===== src/hdl/dpcs_pkg.sv =====
// Shared types and constants for the drive profile controlword sequencer.
// No dependencies; every other file refers to it by scoped names.
`default_nettype none

package dpcs_pkg;

   // Reset value of the homing mode register
   localparam logic signed [7:0] HOMING_MODE_RESET = 8'sd6;

   // Command codes
   localparam logic [1:0] OP_POWER   = 2'd0;
   localparam logic [1:0] OP_HOMING  = 2'd1;
   localparam logic [1:0] OP_CLEAR   = 2'd2;
   localparam logic [1:0] OP_SWITCH  = 2'd3;

   // Result status codes
   localparam logic [1:0] ST_DONE  = 2'd0;
   localparam logic [1:0] ST_BUSY  = 2'd1;
   localparam logic [1:0] ST_ERROR = 2'd2;

   // Decoded drive states
   localparam logic [3:0] DS_NOT_READY = 4'd0;
   localparam logic [3:0] DS_SO_DIS    = 4'd1;
   localparam logic [3:0] DS_READY     = 4'd2;
   localparam logic [3:0] DS_SWITCHED  = 4'd3;
   localparam logic [3:0] DS_OP_EN     = 4'd4;
   localparam logic [3:0] DS_QSTOP     = 4'd5;
   localparam logic [3:0] DS_FR_ACTIVE = 4'd6;
   localparam logic [3:0] DS_FAULT     = 4'd7;
   localparam logic [3:0] DS_UNKNOWN   = 4'd8;

   // Decoded homing states
   localparam logic [2:0] HS_IN_PROGRESS = 3'd0;
   localparam logic [2:0] HS_INTERRUPTED = 3'd1;
   localparam logic [2:0] HS_NO_TARGET   = 3'd2;
   localparam logic [2:0] HS_FINISHED    = 3'd3;
   localparam logic [2:0] HS_ERR_VEL     = 3'd4;
   localparam logic [2:0] HS_ERROR       = 3'd5;
   localparam logic [2:0] HS_UNKNOWN     = 3'd6;

   // Statusword masks
   localparam logic [15:0] SW_MASK_6F   = 16'h006F;
   localparam logic [15:0] SW_MASK_4F   = 16'h004F;
   localparam logic [15:0] HOMING_MASK  = 16'h3400;

   // Controlword values
   localparam logic [15:0] CW_ZERO        = 16'h0000;
   localparam logic [15:0] CW_SHUTDOWN    = 16'h0006;
   localparam logic [15:0] CW_SWITCH_ON   = 16'h0007;
   localparam logic [15:0] CW_ENABLE_OP   = 16'h000F;
   localparam logic [15:0] CW_DISABLE_OP  = 16'h0007;
   localparam logic [15:0] CW_FAULT_RESET = 16'h0080;
   localparam logic [15:0] CW_HOME_START  = 16'h0010;

   typedef struct packed {
      logic [3:0] drive_state;
      logic [2:0] home_phase;
   } decode_type;

endpackage

`default_nettype wire


===== src/hdl/dpcs_decode.sv =====
// Statusword decoder: drive state and homing state.
// Depends on dpcs_pkg.
`default_nettype none

module dpcs_decode (
   input  wire logic [15:0]          statusword,
   output dpcs_pkg::decode_type      decode
);

   logic [15:0] m6f;
   logic [15:0] m4f;
   logic [15:0] mh;

   assign m6f = statusword & dpcs_pkg::SW_MASK_6F;
   assign m4f = statusword & dpcs_pkg::SW_MASK_4F;
   assign mh  = statusword & dpcs_pkg::HOMING_MASK;

   always_comb begin
      priority if (m4f == 16'h0040) decode.drive_state = dpcs_pkg::DS_SO_DIS;
      else if (m6f == 16'h0021)     decode.drive_state = dpcs_pkg::DS_READY;
      else if (m6f == 16'h0023)     decode.drive_state = dpcs_pkg::DS_SWITCHED;
      else if (m6f == 16'h0027)     decode.drive_state = dpcs_pkg::DS_OP_EN;
      else if (m6f == 16'h0007)     decode.drive_state = dpcs_pkg::DS_QSTOP;
      else if (m4f == 16'h000F)     decode.drive_state = dpcs_pkg::DS_FR_ACTIVE;
      else if (m4f == 16'h0008)     decode.drive_state = dpcs_pkg::DS_FAULT;
      else if (m4f == 16'h0000)     decode.drive_state = dpcs_pkg::DS_NOT_READY;
      else                          decode.drive_state = dpcs_pkg::DS_UNKNOWN;

      unique case (mh)
         16'h0000: decode.home_phase = dpcs_pkg::HS_IN_PROGRESS;
         16'h0400: decode.home_phase = dpcs_pkg::HS_INTERRUPTED;
         16'h1000: decode.home_phase = dpcs_pkg::HS_NO_TARGET;
         16'h1400: decode.home_phase = dpcs_pkg::HS_FINISHED;
         16'h2000: decode.home_phase = dpcs_pkg::HS_ERR_VEL;
         16'h2400: decode.home_phase = dpcs_pkg::HS_ERROR;
         default:  decode.home_phase = dpcs_pkg::HS_UNKNOWN;
      endcase
   end

endmodule

`default_nettype wire


===== src/hdl/dpcs_step.sv =====
// Next controlword, mode and result status for one command.
// Depends on dpcs_pkg.
`default_nettype none

module dpcs_step (
   input  wire logic [1:0]           op,
   input  wire logic                 enable,
   input  wire logic signed [7:0]    mode_shown,
   input  wire logic signed [7:0]    mode_request,
   input  wire logic signed [7:0]    homing_mode_code,
   input  wire dpcs_pkg::decode_type decode,
   input  wire logic [15:0]          control_cur,
   input  wire logic signed [7:0]    mode_cur,
   output logic [15:0]               control_next,
   output logic signed [7:0]         mode_next,
   output logic [1:0]                status
);

   // Power-on sequencing toward operation enabled (enable high)
   logic [15:0] pw_ctl;
   logic [1:0]  pw_st;

   always_comb begin
      unique case (decode.drive_state)
         dpcs_pkg::DS_FAULT, dpcs_pkg::DS_FR_ACTIVE: begin
            pw_ctl = control_cur;
            pw_st  = dpcs_pkg::ST_ERROR;
         end
         dpcs_pkg::DS_SO_DIS: begin
            pw_ctl = dpcs_pkg::CW_SHUTDOWN;
            pw_st  = dpcs_pkg::ST_BUSY;
         end
         dpcs_pkg::DS_READY: begin
            pw_ctl = dpcs_pkg::CW_SWITCH_ON;
            pw_st  = dpcs_pkg::ST_BUSY;
         end
         dpcs_pkg::DS_SWITCHED: begin
            pw_ctl = dpcs_pkg::CW_ENABLE_OP;
            pw_st  = dpcs_pkg::ST_BUSY;
         end
         dpcs_pkg::DS_OP_EN: begin
            pw_ctl = dpcs_pkg::CW_ENABLE_OP;
            pw_st  = dpcs_pkg::ST_DONE;
         end
         dpcs_pkg::DS_QSTOP: begin
            pw_ctl = dpcs_pkg::CW_DISABLE_OP;
            pw_st  = dpcs_pkg::ST_BUSY;
         end
         default: begin
            pw_ctl = dpcs_pkg::CW_ZERO;
            pw_st  = dpcs_pkg::ST_BUSY;
         end
      endcase
   end

   logic [15:0] cur_no_start;
   assign cur_no_start = control_cur & ~dpcs_pkg::CW_HOME_START;

   always_comb begin
      control_next = control_cur;
      mode_next    = mode_cur;
      status       = dpcs_pkg::ST_DONE;
      unique case (op)
         dpcs_pkg::OP_POWER: begin
            if (enable) begin
               control_next = pw_ctl;
               status       = pw_st;
            end else begin
               control_next = dpcs_pkg::CW_DISABLE_OP;
               status = (decode.drive_state == dpcs_pkg::DS_OP_EN) ?
                        dpcs_pkg::ST_BUSY : dpcs_pkg::ST_DONE;
            end
         end
         dpcs_pkg::OP_HOMING: begin
            mode_next = homing_mode_code;
            priority if (!enable) begin
               control_next = cur_no_start;
               status       = dpcs_pkg::ST_DONE;
            end else if (decode.home_phase == dpcs_pkg::HS_ERR_VEL ||
                         decode.home_phase == dpcs_pkg::HS_ERROR) begin
               control_next = cur_no_start;
               status       = dpcs_pkg::ST_ERROR;
            end else if (decode.home_phase == dpcs_pkg::HS_FINISHED) begin
               control_next = dpcs_pkg::CW_ENABLE_OP & ~dpcs_pkg::CW_HOME_START;
               status       = dpcs_pkg::ST_DONE;
            end else if (mode_shown != homing_mode_code) begin
               control_next = cur_no_start;
               status       = dpcs_pkg::ST_BUSY;
            end else if (pw_st == dpcs_pkg::ST_ERROR) begin
               control_next = pw_ctl;
               status       = dpcs_pkg::ST_ERROR;
            end else if (pw_st == dpcs_pkg::ST_BUSY) begin
               control_next = pw_ctl & ~dpcs_pkg::CW_HOME_START;
               status       = dpcs_pkg::ST_BUSY;
            end else begin
               // drive is enabled: raise the start bit
               control_next = pw_ctl | dpcs_pkg::CW_HOME_START;
               status       = dpcs_pkg::ST_BUSY;
            end
         end
         dpcs_pkg::OP_CLEAR: begin
            if (decode.drive_state == dpcs_pkg::DS_FAULT) begin
               control_next = dpcs_pkg::CW_FAULT_RESET;
               status       = dpcs_pkg::ST_BUSY;
            end else begin
               control_next = dpcs_pkg::CW_ZERO;
               status = (decode.drive_state == dpcs_pkg::DS_FR_ACTIVE) ?
                        dpcs_pkg::ST_BUSY : dpcs_pkg::ST_DONE;
            end
         end
         default: begin
            mode_next = mode_request;
            status    = (mode_shown == mode_request) ?
                        dpcs_pkg::ST_DONE : dpcs_pkg::ST_BUSY;
         end
      endcase
   end

endmodule

`default_nettype wire


===== src/hdl/drive_profile_controlword_sequencer.sv =====
// Drive profile controlword sequencer, top level.
// Command beats enter on the req_ channel with the drive's statusword and
// displayed mode; each beat yields exactly one rsp_ beat carrying the new
// controlword, mode of operation, done/busy/error status and the decoded
// drive and homing states.
// Path: an accepted req_ beat is captured in the input register, then decoded
// and selected into the result register, which drives rsp_valid.
// Throughput: one beat per cycle while rsp_ready is high. The held controlword
// and mode are updated as a beat moves from the input register to the result
// register, so the next beat already sees them.
// Stall: while rsp_ready is low the result holds; one more beat can wait in
// the input register, after which req_ready drops.
// Reset: clears both stages, the controlword and mode to zero, and the homing
// mode code to HOMING_MODE_INIT (6 by default). csr_wr_en writes the homing mode code at once.
// Depends on dpcs_pkg, dpcs_decode and dpcs_step.
`default_nettype none

module drive_profile_controlword_sequencer #(
   parameter logic signed [7:0] HOMING_MODE_INIT = dpcs_pkg::HOMING_MODE_RESET
) (
   input  wire logic                clock,
   input  wire logic                reset,
   input  wire logic                csr_wr_en,
   input  wire logic signed [7:0]   csr_wr_data,
   input  wire logic                req_valid,
   output logic                     req_ready,
   input  wire logic [1:0]          req_op,
   input  wire logic                req_enable,
   input  wire logic [15:0]         req_statusword,
   input  wire logic signed [7:0]   req_mode_shown,
   input  wire logic signed [7:0]   req_mode_request,
   output logic                     rsp_valid,
   input  wire logic                rsp_ready,
   output logic [15:0]              rsp_control_out,
   output logic signed [7:0]        rsp_mode_out,
   output logic [1:0]               rsp_result_status,
   output logic [3:0]               rsp_drive_state,
   output logic [2:0]               rsp_home_phase
);

   logic signed [7:0] homing_mode_ff;

   // input register
   logic              in_valid_ff;
   logic [1:0]        op_ff;
   logic              enable_ff;
   logic [15:0]       statusword_ff;
   logic signed [7:0] mode_shown_ff;
   logic signed [7:0] mode_request_ff;

   // held drive command state
   logic [15:0]       control_ff;
   logic signed [7:0] mode_ff;

   // result register
   logic              out_valid_ff;
   logic [15:0]       out_control_ff;
   logic signed [7:0] out_mode_ff;
   logic [1:0]        out_status_ff;
   logic [3:0]        out_drive_ff;
   logic [2:0]        out_homing_ff;

   dpcs_pkg::decode_type decode;
   logic [15:0]          control_in;
   logic signed [7:0]    mode_in;
   logic [1:0]           status_in;
   logic                 advance;

   assign advance   = in_valid_ff && (!out_valid_ff || rsp_ready);
   assign req_ready = !in_valid_ff || advance;

   dpcs_decode u_decode (
      .statusword (statusword_ff),
      .decode     (decode)
   );

   dpcs_step u_step (
      .op               (op_ff),
      .enable           (enable_ff),
      .mode_shown       (mode_shown_ff),
      .mode_request     (mode_request_ff),
      .homing_mode_code (homing_mode_ff),
      .decode           (decode),
      .control_cur      (control_ff),
      .mode_cur         (mode_ff),
      .control_next     (control_in),
      .mode_next        (mode_in),
      .status           (status_in)
   );

   always_ff @(posedge clock) begin
      if (reset) begin
         homing_mode_ff <= HOMING_MODE_INIT;
      end else if (csr_wr_en) begin
         homing_mode_ff <= csr_wr_data;
      end
   end

   always_ff @(posedge clock) begin
      if (reset) begin
         in_valid_ff <= 1'b0;
      end else if (req_ready) begin
         in_valid_ff <= req_valid;
      end
   end

   always_ff @(posedge clock) begin
      if (req_valid && req_ready) begin
         op_ff           <= req_op;
         enable_ff       <= req_enable;
         statusword_ff   <= req_statusword;
         mode_shown_ff   <= req_mode_shown;
         mode_request_ff <= req_mode_request;
      end
   end

   always_ff @(posedge clock) begin
      if (reset) begin
         control_ff <= dpcs_pkg::CW_ZERO;
         mode_ff    <= '0;
      end else if (advance) begin
         control_ff <= control_in;
         mode_ff    <= mode_in;
      end
   end

   always_ff @(posedge clock) begin
      if (reset) begin
         out_valid_ff <= 1'b0;
      end else if (advance) begin
         out_valid_ff <= 1'b1;
      end else if (rsp_ready) begin
         out_valid_ff <= 1'b0;
      end
   end

   always_ff @(posedge clock) begin
      if (advance) begin
         out_control_ff <= control_in;
         out_mode_ff    <= mode_in;
         out_status_ff  <= status_in;
         out_drive_ff   <= decode.drive_state;
         out_homing_ff  <= decode.home_phase;
      end
   end

   assign rsp_valid         = out_valid_ff;
   assign rsp_control_out   = out_control_ff;
   assign rsp_mode_out      = out_mode_ff;
   assign rsp_result_status = out_status_ff;
   assign rsp_drive_state   = out_drive_ff;
   assign rsp_home_phase    = out_homing_ff;

endmodule

`default_nettype wire


===== config.mk =====
export PLATFORM = sky130hd
export DESIGN_NAME = drive_profile_controlword_sequencer
export DESIGN_NICKNAME = d
export VERILOG_FILES = /design/src/hdl/dpcs_pkg.sv /design/src/hdl/dpcs_decode.sv /design/src/hdl/dpcs_step.sv /design/src/hdl/drive_profile_controlword_sequencer.sv
export SDC_FILE = /design/constraint.sdc
export NUM_CORES = 1
export LEC_CHECK = 0
export BUFFER_PORTS_ARGS = -buffer_cell sky130_fd_sc_hd__buf_4
export CAP_MARGIN = 5
export CORE_MARGIN = 2
export CORE_UTILIZATION = 55
export DETAILED_ROUTE_END_ITERATION = 8
export PLACE_DENSITY_LB_ADDON = 0.2
export SLEW_MARGIN = 10
export SYNTH_ARGS = -nofsm -noshare
export SYNTH_HDL_FRONTEND = slang
export SYNTH_SLANG_ARGS = --single-unit

===== constraint.sdc =====
create_clock -name clock -period 3.3 [get_ports clock]
set_clock_uncertainty 0.15 [all_clocks]
set_input_delay 0.66 -clock clock [delete_from_list [all_inputs] [get_ports clock]]
set_output_delay 0.66 -clock clock [all_outputs]
set_load 0.02 [all_outputs]

==> results.toml <==
[setup_path]
cpMaxStageDelayCell = "edfxtp_1"
r2r_start = "statusword_ff[0]"
cp_max_fo = 12
critPathCaptureType = "flop"
reg2reg_slack_ns = 0.86
setup.worst_path.class = "reg2reg"
worstPathRequired_ns = 3.36
cp-start-kind = "flop"
r2r-end = "control_ff[7]"
r2r_cells = 5
path_cells = "and3_1 > o21ai_2 > o31a_1 > o21a_1 > o32ai_1"
slowest_delay_ns = 0.56
worstPathArrival_ns = 2.50

[flow_run]
cap_violations = 0

[clock_tree]
cts_tree = "done"
h-tree-depth = 3
ctsHoldBuffers = 0
cts_sinks = 95
cts_resized = 0
clk_pin_slew_ns = 0.09
clk_latency_ns = 0.35
cts_buffers = 9
cts_buffer_depth = 2
post_cts.repair.setup_buffers = 0
cts_root_buffer = "clkbuf_8"

[finish]
regArea_sq_mm = 0.00251
syn_to_final_growth_pct = 18.8
final_core_util_pct = 66.5
drive_gt1_share_pct = 26.4
nNetsFinal = 482
multi_input_area_sq_mm = 0.00159
filler_cell_count = 582
diodes = 0

[grt]
grtUsageTotal_pct = 19.8
grt_pass1_wl_um = 13200
antenna_found_initial = 0
grt_pass1_vias = 2794
grt_max_degree = 32
globalRouteOverflowTotal = 0

[drt]
wirelength_um = 8040
drt-wirelength-per-cell_um = 14.9
maxUsedRoutingLayer = "met4"
vias = 3017
ant_nets = 0
firstDrtPassIters = 5
route.detailed.drc = 0
drtIter0Drc = 166
wl_met3_um = 428
viasPerCell = 5.58
m1WireLength_um = 3540
dr_wl_met2_um = 3960

[synthesis]
synthTopCellsByCount = "edfxtp_1, dfxtp_1, nand2_1"
synth_cell_type_count = 63
ys_ff_latch = 95
yosys-top-cells-area = "edfxtp_1, dfxtp_1, mux2i_1"
synth_nets = 415
synth_seq_area_share_pct = 59.0
ys_warn_count = 0
yosysTopAreaCell = "edfxtp_1"
yosys.area.top_type_share_pct = 43.0
syn_area_sq_mm = 0.00426
ys.flop_type = "edfxtp_1"
synthArstFlopShare_pct = 0
syn_area_per_cell_sq_um = 11.6
netlist_instances = 367
yosysMostFrequentCell = "edfxtp_1"
synth_edf_count = 61

[timing]
holdWs_ns = 0.307
layout_min_cycle_time_ns = 2.44
setup-violations-final = 0
tightest_slew_ns = 0.788
fmax_mhz = 410
hold_viol_final = 0
relSlewSlack_pct = 47.5
finalSetupTns_ns = 0
drv_slew = 0
fin_crit_sh_pct = 73.8
rsz0062_at_grt = "no"

[die]
die_h_um = 92.0
dieArea_sq_mm = 0.00846
ios = 83
dieWidth_um = 92.0
core_area_sq_mm = 0.00761
rows = 32
start_util_pct = 56.0

[power_and_ir_drop]
ir_drop_mv = 0.382
leakagePower_uw = 0.00192
p_per_area_mw_per_mm2 = 474

[placed_design]
gp_congestion = 0.872
post-dp-hpwl_um = 5840
io_buffer_count = 75

[min_path]
worstHoldStart = "mode_ff[3]"
min-delay-path-class = "reg2reg"
hold_depth = 2
min_to = "mode_ff[3]"

[run_status]
outcome = "finished, final reports clean"
-- layer usage --
layer / track usage, % / up-vias
met2: 31.9 / 102
met1: 26.9 / 1432
met5: 0 / -
met3: 4.27 / 8
met4: 6.72 / 0
li1: - / 1475
-- report_power, final --
| part | switching (uW) | internal, uW |
|---|---|---|
| Clock | 377 | 373 |
| Combinational | 151 | 121 |
| Sequential | 47.5 | 1330 |
| Total | 575 | 1820 |
-- placed cells by master (no fill, tap or decap), types with 4 or more instances in the layout --
| master | count |
|---|---|
| a21oi_1 | 31 |
| nand3_1 | 5 |
| and2_1 | 11 |
| nand2b_1 | 4 |
| nor3b_2 | 9 |
| clkbuf_8 | 10 |
| edfxtp_1 | 61 |
| nand2_1 | 32 |
| buf_4 | 79 |
| mux2i_1 | 16 |
| o31ai_1 | 7 |
| dfxtp_1 | 34 |
| nor2_1 | 28 |
| a31oi_1 | 4 |
| inv_1 | 10 |
| xnor2_1 | 15 |
| nor2b_1 | 5 |
| o2111ai_1 | 5 |
| o21ai_0 | 10 |
-- worst max path at each step --
stage / startpoint / to / slack (ns)
floorplan: rsp_ready / rsp_control_out[0] / 0.65
global placement: rsp_ready / control_ff[7] / 0.69
detailed placement: rsp_ready / control_ff[7] / 0.60
CTS: statusword_ff[0] / control_ff[7] / 0.85
global route: statusword_ff[0] / control_ff[7] / 0.66
finish: statusword_ff[0] / control_ff[7] / 0.86
-- sequential cells by signal, indices dropped and copies added (netlist names) --
register / count
control_ff: 16
enable_ff: 1
rsp_result_status: 2
homing_mode_ff: 8
rsp_drive_state: 4
rsp_valid: 1
mode_shown_ff: 8
mode_ff: 8
in_valid_ff: 1
mode_request_ff: 8
rsp_mode_out: 8
statusword_ff: 9
rsp_control_out: 16
op_ff: 2
rsp_home_phase: 3
-- metrics by stage --
| step | setup WS (ns) | total power (uW) | std cells | cell area, sq um |
|---|---|---|---|---|
| 2_1_floorplan | 0.647 | 1570 | 367 | 4260 |
| 3_3_place_gp | 0.686 | 1660 | 525 | 4860 |
| 3_5_place_dp | 0.599 | 1670 | 525 | 4860 |
| 4_1_cts | 0.851 | 2410 | 541 | 5060 |
| 5_1_grt | 0.661 | 2500 | 541 | 5060 |
| 6_report | 0.864 | 2390 | 541 | 5060 |
-- logic make-up (layout without fill, tap and decap cells) --
| logic type | after synthesis | in the layout | synth area share (%) |
|---|---|---|---|
| compound gates | 84 | 84 | 13.1 |
| flops | 95 | 95 | 59.0 |
| xor+xnor | 16 | 16 | 3.29 |
| mux | 17 | 17 | 4.03 |
| buf+inv | 33 | 105 | 3.70 |
| simple gates | 122 | 122 | 16.8 |
-- cell type report --
| class | count | area share (%) |
|---|---|---|
| sequential | 95 | 49.7 |
| multi-input combinational | 239 | 31.4 |
| timing repair buffer | 79 | 11.7 |
| clock buffer | 11 | 2.80 |
| tap | 102 | 2.52 |
| clock inverter | 5 | 1.14 |
| inverter | 10 | 0.742 |
-- critical path: cells and delay by family (launching register included) --
kind | cells | cell delay [ns]
flip-flops | 1 | 0.56
AO/OA/AOI/OAI | 4 | 1.26
AND/OR/NAND/NOR | 1 | 0.33
(Power assumes the default switching activity.)
